==> src/cadr_pkg.sv <==
`timescale 1ns / 1ps
// Shared types, widths and per-step constants for the double-rotation CORDIC arc cosine.
// Used by cadr_rot, cordic_arccos_double_rotation and cadr_chk; depends on nothing else.
package cadr_pkg;

	// Fixed-point scale and field widths.
	localparam int ONE_SCALE = 1000000;
	localparam int COS_W = 21;
	localparam int ANG_W = 29;
	localparam int VAL_W = 26;
	localparam int SCALE_W = 20;
	localparam int REC_SHIFT = 26;
	localparam int REC_W = 27;
	localparam int REM_W = 21;
	localparam int PROD_W = VAL_W + SCALE_W;
	localparam int TABLE_LEN = 20;
	localparam int DEF_STEPS = 16;

	// Working vector handed from one rotation to the next.
	typedef struct packed {
		logic signed [VAL_W-1:0] x;
		logic signed [VAL_W-1:0] y;
		logic signed [VAL_W-1:0] t;
		logic signed [ANG_W-1:0] th;
		logic                    sneg;
	} vec_t;

	// Arc tangent of 2^-k in micro-degrees.
	function automatic logic [ANG_W-1:0] stage_angle(input int k);
		logic [ANG_W-1:0] a;
		case (k)
			0: a = ANG_W'(44999895);
			1: a = ANG_W'(26564989);
			2: a = ANG_W'(14036211);
			3: a = ANG_W'(7125000);
			4: a = ANG_W'(3576326);
			5: a = ANG_W'(1789906);
			6: a = ANG_W'(895172);
			7: a = ANG_W'(447613);
			8: a = ANG_W'(223810);
			9: a = ANG_W'(111905);
			10: a = ANG_W'(55953);
			11: a = ANG_W'(27976);
			12: a = ANG_W'(13988);
			13: a = ANG_W'(6994);
			14: a = ANG_W'(3497);
			15: a = ANG_W'(1749);
			16: a = ANG_W'(874);
			17: a = ANG_W'(437);
			18: a = ANG_W'(219);
			19: a = ANG_W'(109);
			default: a = '0;
		endcase
		return a;
	endfunction

	// Rotation factor p of step k: the scale halved k times with truncation.
	function automatic logic [SCALE_W-1:0] stage_p(input int k);
		return SCALE_W'(ONE_SCALE >> k);
	endfunction

	// Target scale term p*p at the decimal scale.
	function automatic logic [SCALE_W-1:0] stage_pp(input int k);
		longint p;
		p = longint'(ONE_SCALE >> k);
		return SCALE_W'((p * p) / ONE_SCALE);
	endfunction

	// Reciprocal multiplier for c / ONE_SCALE, slightly low so the quotient is exact or one short.
	function automatic logic [REC_W-1:0] recip(input logic [SCALE_W-1:0] c);
		longint v;
		v = (longint'(c) << REC_SHIFT) / ONE_SCALE;
		return REC_W'(v);
	endfunction

endpackage

==> src/cadr_rot.sv <==
`timescale 1ns / 1ps
// One rotation of a double-rotation CORDIC step, three register stages deep.
// Depends on cadr_pkg for the vector type, widths and per-step constants.
module cadr_rot #(
	parameter int STEP = 0,
	parameter int ROT = 0
) (
	input  logic           clk,
	input  logic           arst_n,
	input  logic           en,
	input  logic           vld_i,
	input  cadr_pkg::vec_t vec_i,
	output logic           vld_o,
	output cadr_pkg::vec_t vec_o
);

	localparam int VW = cadr_pkg::VAL_W;
	localparam int PW = cadr_pkg::PROD_W;
	localparam int HW = cadr_pkg::VAL_W + cadr_pkg::REC_W;
	localparam int RW = cadr_pkg::REM_W;
	localparam int AW = cadr_pkg::ANG_W;

	// Per-lane multipliers: x and y rotate by p, the target scales by p*p in the first rotation only.
	localparam logic [cadr_pkg::SCALE_W-1:0] P_C = cadr_pkg::stage_p(STEP);
	localparam logic [cadr_pkg::SCALE_W-1:0] PP_C = (ROT == 0) ? cadr_pkg::stage_pp(STEP) : '0;
	localparam logic [cadr_pkg::REC_W-1:0] PM_C = cadr_pkg::recip(P_C);
	localparam logic [cadr_pkg::REC_W-1:0] PPM_C = cadr_pkg::recip(PP_C);
	localparam logic [cadr_pkg::SCALE_W-1:0] CMUL [3] = '{P_C, P_C, PP_C};
	localparam logic [cadr_pkg::REC_W-1:0] CREC [3] = '{PM_C, PM_C, PPM_C};
	localparam logic signed [AW-1:0] ANG2_C =
		(ROT == 0) ? AW'(cadr_pkg::stage_angle(STEP) << 1) : '0;
	localparam logic [PW-1:0] ONE_P = PW'(cadr_pkg::ONE_SCALE);
	localparam logic [RW-1:0] ONE_R = RW'(cadr_pkg::ONE_SCALE);

	logic                    sneg_c;
	logic signed [VW-1:0]    val_c [3];
	logic                    neg_c [3];
	logic [VW-1:0]           mag_c [3];
	logic [HW-1:0]           hip_c [3];
	logic [PW-1:0]           full_c [3];

	logic                    vld_s1, vld_s2;
	logic                    sneg_s1, sneg_s2;
	logic signed [AW-1:0]    th_s1, th_s2;
	logic signed [VW-1:0]    val_s1 [3];
	logic signed [VW-1:0]    val_s2 [3];
	logic                    neg_s1 [3];
	logic                    neg_s2 [3];
	logic [VW-1:0]           hi_s1 [3];
	logic [VW-1:0]           hi_s2 [3];
	logic [PW-1:0]           full_s1 [3];
	logic [RW-1:0]           rem_s2 [3];
	logic [VW-1:0]           q_c [3];

	// Direction is fixed at the start of a step and reused by its second rotation.
	assign sneg_c = (ROT == 0) ? ((vec_i.y < 0) ^ (vec_i.t > vec_i.x)) : vec_i.sneg;

	// Magnitudes and the two products of each lane.
	always_comb begin
		val_c[0] = vec_i.x;
		val_c[1] = vec_i.y;
		val_c[2] = vec_i.t;
		for (int l = 0; l < 3; l++) begin
			neg_c[l] = val_c[l][VW-1];
			mag_c[l] = neg_c[l] ? VW'(-val_c[l]) : VW'(val_c[l]);
			hip_c[l] = HW'(mag_c[l]) * HW'(CREC[l]);
			full_c[l] = PW'(mag_c[l]) * PW'(CMUL[l]);
		end
	end

	// Stage 1: estimated quotients and exact products.
	always_ff @(posedge clk or negedge arst_n) begin
		if (!arst_n) begin
			vld_s1 <= 1'b0;
		end else if (en) begin
			vld_s1 <= vld_i;
		end
	end

	always_ff @(posedge clk) begin
		if (en) begin
			sneg_s1 <= sneg_c;
			th_s1 <= vec_i.th + (sneg_c ? -ANG2_C : ANG2_C);
			for (int l = 0; l < 3; l++) begin
				val_s1[l] <= val_c[l];
				neg_s1[l] <= neg_c[l];
				hi_s1[l] <= VW'(hip_c[l] >> cadr_pkg::REC_SHIFT);
				full_s1[l] <= full_c[l];
			end
		end
	end

	// Stage 2: remainder of the estimate against the exact product.
	always_ff @(posedge clk or negedge arst_n) begin
		if (!arst_n) begin
			vld_s2 <= 1'b0;
		end else if (en) begin
			vld_s2 <= vld_s1;
		end
	end

	always_ff @(posedge clk) begin
		if (en) begin
			sneg_s2 <= sneg_s1;
			th_s2 <= th_s1;
			for (int l = 0; l < 3; l++) begin
				val_s2[l] <= val_s1[l];
				neg_s2[l] <= neg_s1[l];
				hi_s2[l] <= hi_s1[l];
				rem_s2[l] <= RW'(full_s1[l] - PW'(hi_s1[l]) * ONE_P);
			end
		end
	end

	// Correct the estimate when the remainder reaches one full scale.
	always_comb begin
		for (int l = 0; l < 3; l++) begin
			q_c[l] = hi_s2[l] + VW'(rem_s2[l] >= ONE_R);
		end
	end

	// Stage 3: cross-coupled update of x and y, scaling of the target.
	always_ff @(posedge clk or negedge arst_n) begin
		if (!arst_n) begin
			vld_o <= 1'b0;
		end else if (en) begin
			vld_o <= vld_s2;
		end
	end

	always_ff @(posedge clk) begin
		if (en) begin
			vec_o.x <= (neg_s2[1] ^ sneg_s2) ? val_s2[0] + signed'(q_c[1])
				: val_s2[0] - signed'(q_c[1]);
			vec_o.y <= (neg_s2[0] ^ sneg_s2) ? val_s2[1] - signed'(q_c[0])
				: val_s2[1] + signed'(q_c[0]);
			vec_o.t <= neg_s2[2] ? val_s2[2] - signed'(q_c[2]) : val_s2[2] + signed'(q_c[2]);
			vec_o.th <= th_s2;
			vec_o.sneg <= sneg_s2;
		end
	end

endmodule

==> config.mk <==
export PLATFORM = sky130hd
export DESIGN_NAME = cadr_rot
export DESIGN_NICKNAME = d
export VERILOG_FILES = /design/src/cadr_pkg.sv /design/src/cadr_rot.sv
export SDC_FILE = /design/constraint.sdc
export NUM_CORES = 1
export LEC_CHECK = 0
export BUFFER_PORTS_ARGS = -buffer_cell sky130_fd_sc_hd__buf_2
export CAP_MARGIN = 20
export CORE_MARGIN = 1
export CORE_UTILIZATION = 62
export DETAILED_ROUTE_END_ITERATION = 10
export PLACE_DENSITY = 0.78
export SYNTH_ARGS = -nofsm -noshare
export SYNTH_HDL_FRONTEND = slang
export SYNTH_SLANG_ARGS = --single-unit
==> constraint.sdc <==
create_clock -name clk -period 7 [get_ports clk]
set_clock_uncertainty 0.15 [all_clocks]
set_input_delay 1.05 -clock clk [delete_from_list [all_inputs] [get_ports clk]]
set_output_delay 1.05 -clock clk [all_outputs]
set_load 0.01 [all_outputs]
## After elaboration in Yosys (flattened, before gate mapping)

Memory sizes are Yosys's and may differ from the RTL's.
Index checks and enable logic that the tools add are counted.

- Add/subtract/negate cells: 16
- Multiply operators: 6
- Order comparisons: 5
- Multiplexer cells: 9
- Bitwise logic cells: 3

Operators by type and width:

| operator | number |
|---|---|
| 26-bit 2-to-1 mux | 6 |
| 26-bit by 14-bit multiplier with 40-bit output, second input constant | 3 |
| 26-bit by 1-bit adder with 26-bit output | 3 |
| 26-bit adder | 3 |
| 26-bit by 14-bit multiplier with 15-bit output, second input constant | 3 |
| 26-bit negation | 3 |
| 26-bit subtractor | 3 |
| 21-bit by 20-bit >= comparator with 1-bit output, second input constant | 3 |
| 21-bit subtractor | 3 |
| 29-bit adder | 1 |
| 29-bit 2-to-1 mux | 1 |
| 26-bit greater-than comparator | 1 |
| 26-bit by 1-bit < comparator with 1-bit output, second input constant | 1 |
| 1-bit bitwise XOR | 3 |
| 1-bit 2-to-1 mux | 2 |

- Register bits: 171
- Memory bits (writable): 501
- Bits of input ports: 112
- Memories kept: 8

Memories:

| memory | depth | width | read ports | clocked after Yosys merged registers in | wr ports | RTL line | source |
|---|---|---|---|---|---|---|---|
| full_s1 | 3 | 40 | 3 | 0 | 3 | cadr_rot.sv:51 | `logic [PW-1:0] full_s1 [3];` |
| hi_s1 | 3 | 26 | 3 | 0 | 3 | cadr_rot.sv:49 | `logic [VW-1:0] hi_s1 [3];` |
| hi_s2 | 3 | 26 | 3 | 0 | 3 | cadr_rot.sv:50 | `logic [VW-1:0] hi_s2 [3];` |
| val_s1 | 3 | 26 | 3 | 0 | 3 | cadr_rot.sv:45 | `logic signed [VW-1:0] val_s1 [3];` |
| val_s2 | 3 | 26 | 3 | 0 | 3 | cadr_rot.sv:46 | `logic signed [VW-1:0] val_s2 [3];` |
| rem_s2 | 3 | 21 | 3 | 0 | 3 | cadr_rot.sv:52 | `logic [RW-1:0] rem_s2 [3];` |
| +2 memories | - | - | - | - | - | - |  |

## Longest topological paths before layout

An unclocked memory read counts as a cell.

- Depth in word-level cells: 5
- Depth in mapped cells: 25
- Gate-level depth less buffers: 24

## Worst setup path before layout

OpenSTA, ideal clock, no wires.

- Path type: input -> register
- From: input port vec_i[81] (netlist bit)
- To: memory full_s1[0][54] (netlist bit) (data pin)
- Library setup time: 0.260 ns
- Data arrival time: 5.957 ns
- Required time: 6.590 ns
- Setup slack: 0.633 ns
- Stages: 21
- Buffers on the path: 3
- Path through: clkbuf_1 > clkbuf_1 > clkbuf_1 > o41ai_1 > xnor2_1 > ha_1 > fa_1 > inv_1 > fa_1 > inv_1 > fa_1 > ha_1 > inv_1 > fa_1 > xnor2_1 > xnor2_1 > xnor2_1 > xnor2_1 > xnor3_1 > xnor2_1 > xnor2_1

RTL lines:

| item | RTL line | source |
|---|---|---|
| from (decl) | cadr_rot.sv:12 | `input cadr_pkg::vec_t vec_i,` |
| to (decl) | cadr_rot.sv:51 |  |

==> flow_summary.json <==
{
  "outcome": "completed",
  "crit_arrival_ns": 6.64,
  "syn_area_per_cell_um2": 11.5,
  "ys_types": 88,
  "cp-startpoint": "rem_s2[0][55]",
  "grt_overflow": 0,
  "postRouteAntennaNets": 0,
  "r2r_start": "rem_s2[0][55]",
  "finalCritPeriodShare": 0.919,
  "start_util": 0.627,
  "cts-resized-gates": 0,
  "p_leak_nw": 16.2,
  "startpoint_type": "flip-flop",
  "yosys.cell_count.top_type": "edfxtp_1",
  "fin_crit_ns": 6.43,
  "totalWireLength_um": 75900,
  "crit_type": "reg2reg",
  "max-clock-path-buffers": 3,
  "layout.nets": 3873,
  "viasPerCell": 5.76,
  "maxSlewViolCount": 0,
  "vias": 23765,
  "dp_hpwl_um": 57900,
  "final.fill_count": 3964,
  "synth_edf_count": 543,
  "cp_max_fo": 11,
  "htreeDepth": 2,
  "net-switching-power_mw": 5.73,
  "drive_gt1_frac": 0.112,
  "synthTopCellsByCount": "edfxtp_1 (543), ha_1 (380), xnor2_1 (335)",
  "hold-worst-slack_ns": 0.0678,
  "place.port_buffers": 219,
  "wl_per_cell_um": 18.4,
  "combPwrFrac": 0.479,
  "swShare": 0.361,
  "synth-seq-area-share": 0.465,
  "maxCapViolations": 0,
  "fin_tns_setup_ns": 0,
  "pwr_density_cell_nw_per_um2": 403,
  "fp-row-count": 87,
  "synth-async-reset-ratio": 0.00549,
  "die_height_um": 240,
  "syn_inst": 3055,
  "synth_nets": 3617,
  "setup-violations-final": 0,
  "ir_drop_v": 0.000364,
  "netlist.area_leader.share": 0.462,
  "finalHoldViolCount": 0,
  "area_growth_pct": 11.8,
  "cts-root-buf": "clkbuf_16",
  "clkSinkCount": 546,
  "num_io_pins": 221,
  "rsz0062_at_grt": "false",
  "clkLatencyLatePin_ns": 0.62,
  "antenna_found_initial": 14,
  "cp.required_ns": 7.20,
  "clock.fmax_mhz": 155,
  "drc_errors": 0,
  "grt_usage": 0.265,
  "synth_ff_type": "edfxtp_1",
  "firstDrtPassIters": 7,
  "synth_area_um2": 35300,
  "yosys.area.top_type": "edfxtp_1",
  "grt_max_degree": 143,
  "cts_setup_buffers": 0,
  "globalplace.congestion": 0.896,
  "grt_pass1_vias": 23479,
  "fp.dieW_um": 240,
  "cts-buffers-inserted": 58,
  "dr.first_iter.drc_count": 1782,
  "cts.reportedPaths.clkPinSlew_ns": 0.06,
  "die_area_um2": 57800,
  "p_int_mw": 10.1,
  "worst_setup_path_end_kind": "flip-flop",
  "core_area_um2": 56300,
  "hold_path_class": "in2async",
  "cts_tree": "done",
  "synth-warning-count": 0,
  "seq_power_share": 0.316,
  "synth-seq-cells": 546,
  "tightest_slew_ns": 0.912,
  "synth_area_leaders": "edfxtp_1 (46%), ha_1 (13%), xnor2_1 (8.3%), fa_1 (4.0%), inv_1 (3.3%)",
  "slew_headroom": 0.392,
  "grt_pass1_wl_um": 120000,
  "clkPwrFrac": 0.205,
  "hold_buffers": 0
}
-- state kept, by name, summed over array words and instances, names as in the netlist, 29 cells and up --
signal   flops
val_s1      77
full_s1     42
vec_o      108
rem_s2      33
hi_s1       69
th_s1       29
th_s2       29
val_s2      74
hi_s2       78
-- cells in the final DEF (no fill, tap or decap), types with 13 or more instances in the layout --
| cell type | Yosys | layout |
|---|---|---|
| a211oi_1 | 15 | 15 |
| a21o_1 | 57 | 57 |
| a21oi_1 | 165 | 165 |
| a31oi_1 | 28 | 28 |
| and2_1 | 19 | 19 |
| and3_1 | 26 | 26 |
| buf_2 | 16 | 218 |
| buf_4 | 0 | 21 |
| clkbuf_16 | 0 | 61 |
| edfxtp_1 | 543 | 543 |
| fa_1 | 70 | 70 |
| ha_1 | 380 | 380 |
| inv_1 | 314 | 314 |
| nand2_1 | 134 | 134 |
| nand2b_1 | 26 | 26 |
| nand3_1 | 60 | 60 |
| nand4_1 | 42 | 42 |
| nor2_1 | 161 | 161 |
| nor2b_1 | 21 | 21 |
| nor3_1 | 50 | 50 |
| o21a_1 | 43 | 43 |
| o21ai_0 | 116 | 116 |
| o21bai_1 | 45 | 45 |
| o31ai_1 | 19 | 19 |
| or3_1 | 22 | 22 |
| or4_1 | 13 | 13 |
| xnor2_1 | 335 | 335 |
| xor2_1 | 125 | 124 |
-- worst paths after layout --
kind | slack (ns) | endpoint | cells after the start
max | 0.57 | vec_o[54] | 22
min | 0.07 | vld_o | 1
max reg2reg | 0.57 | vec_o[54] | 22
min reg2reg | 0.26 | val_s2[0][17] | 0
max in group asynchronous | 6.52 | vld_s1 | 1
min in group clk | 0.26 | val_s2[0][17] | 0
-- area by class of cell --
cell class | count | area [µm²] | share of cell area
diodes | 9 | 22.5 | 0.000571
well taps | 756 | 946 | 0.0240
flip-flops and latches | 546 | 16400 | 0.416
inverters | 315 | 1180 | 0.0300
multi-input cells | 2147 | 17500 | 0.444
repair buffers | 243 | 1320 | 0.0336
clock buffers | 69 | 1560 | 0.0395
clock inverters | 41 | 489 | 0.0124
-- worst max-delay path: stages, from the launching register on --
cell,delay (ns)
edfxtp_1,0.34
or4_1,0.53
a21oi_1,0.21
o21bai_1,0.17
ha_1,0.28
ha_1,0.29
nand3_1,0.39
nand2b_1,0.10
a21oi_1,0.16
o211ai_1,0.18
a21oi_1,0.22
nor2b_1,0.30
o2111a_1,0.33
nor2_1,0.07
xor2_1,0.18
ha_1,0.35
a21oi_1,0.16
nor2b_1,0.07
a2111oi_0,0.65
o21ai_0,0.41
a211o_1,0.36
a21oi_1,0.17
xnor2_1,0.09
-- metal layers --
metal / GRT usage / routed length, µm
met1: 0.352 / 32500
met2: 0.431 / 35600
met3: 0.0556 / 5210
met4: 0.0898 / 2410
met5: 0 / 86
-- power groups by stage --
stage          registers (mW)  clock network (mW)  logic (mW)
2_1_floorplan            5.07                   0        5.74
3_3_place_gp             5.05                   0        7.22
3_5_place_dp             5.08                   0        7.54
4_1_cts                  5.01                3.32        7.64
5_1_grt                  5.08                3.44        8.58
6_report                 5.01                3.26        7.61
-- stage by stage --
step / utilization / power [mW] / worst slack [ns] / instance area [µm²] / cells
6_report: 0.700 / 15.9 / 0.565 / 39400 / 4126
5_1_grt: 0.700 / 17.1 / 0.0265 / 39400 / 4119
4_1_cts: 0.700 / 16.0 / 0.615 / 39400 / 4117
3_5_place_dp: 0.664 / 12.6 / 0.295 / 37300 / 4007
3_3_place_gp: 0.664 / 12.3 / 0.464 / 37300 / 4007
2_1_floorplan: - / 10.8 / 0.633 / 35300 / 3055
-- cell families after synthesis --
| family | Yosys count | share of synthesized area |
|---|---|---|
| muxes | 12 | 0.00358 |
| buffers and inverters | 362 | 0.0392 |
| xor gates and xnor gates | 465 | 0.117 |
| and+or+nand+nor | 634 | 0.0929 |
| DFF | 546 | 0.465 |
| AOI/OAI and AO/OA | 586 | 0.108 |
| adders and majority gates | 450 | 0.175 |
No activity file was read; power rests on OpenSTA's default activity.
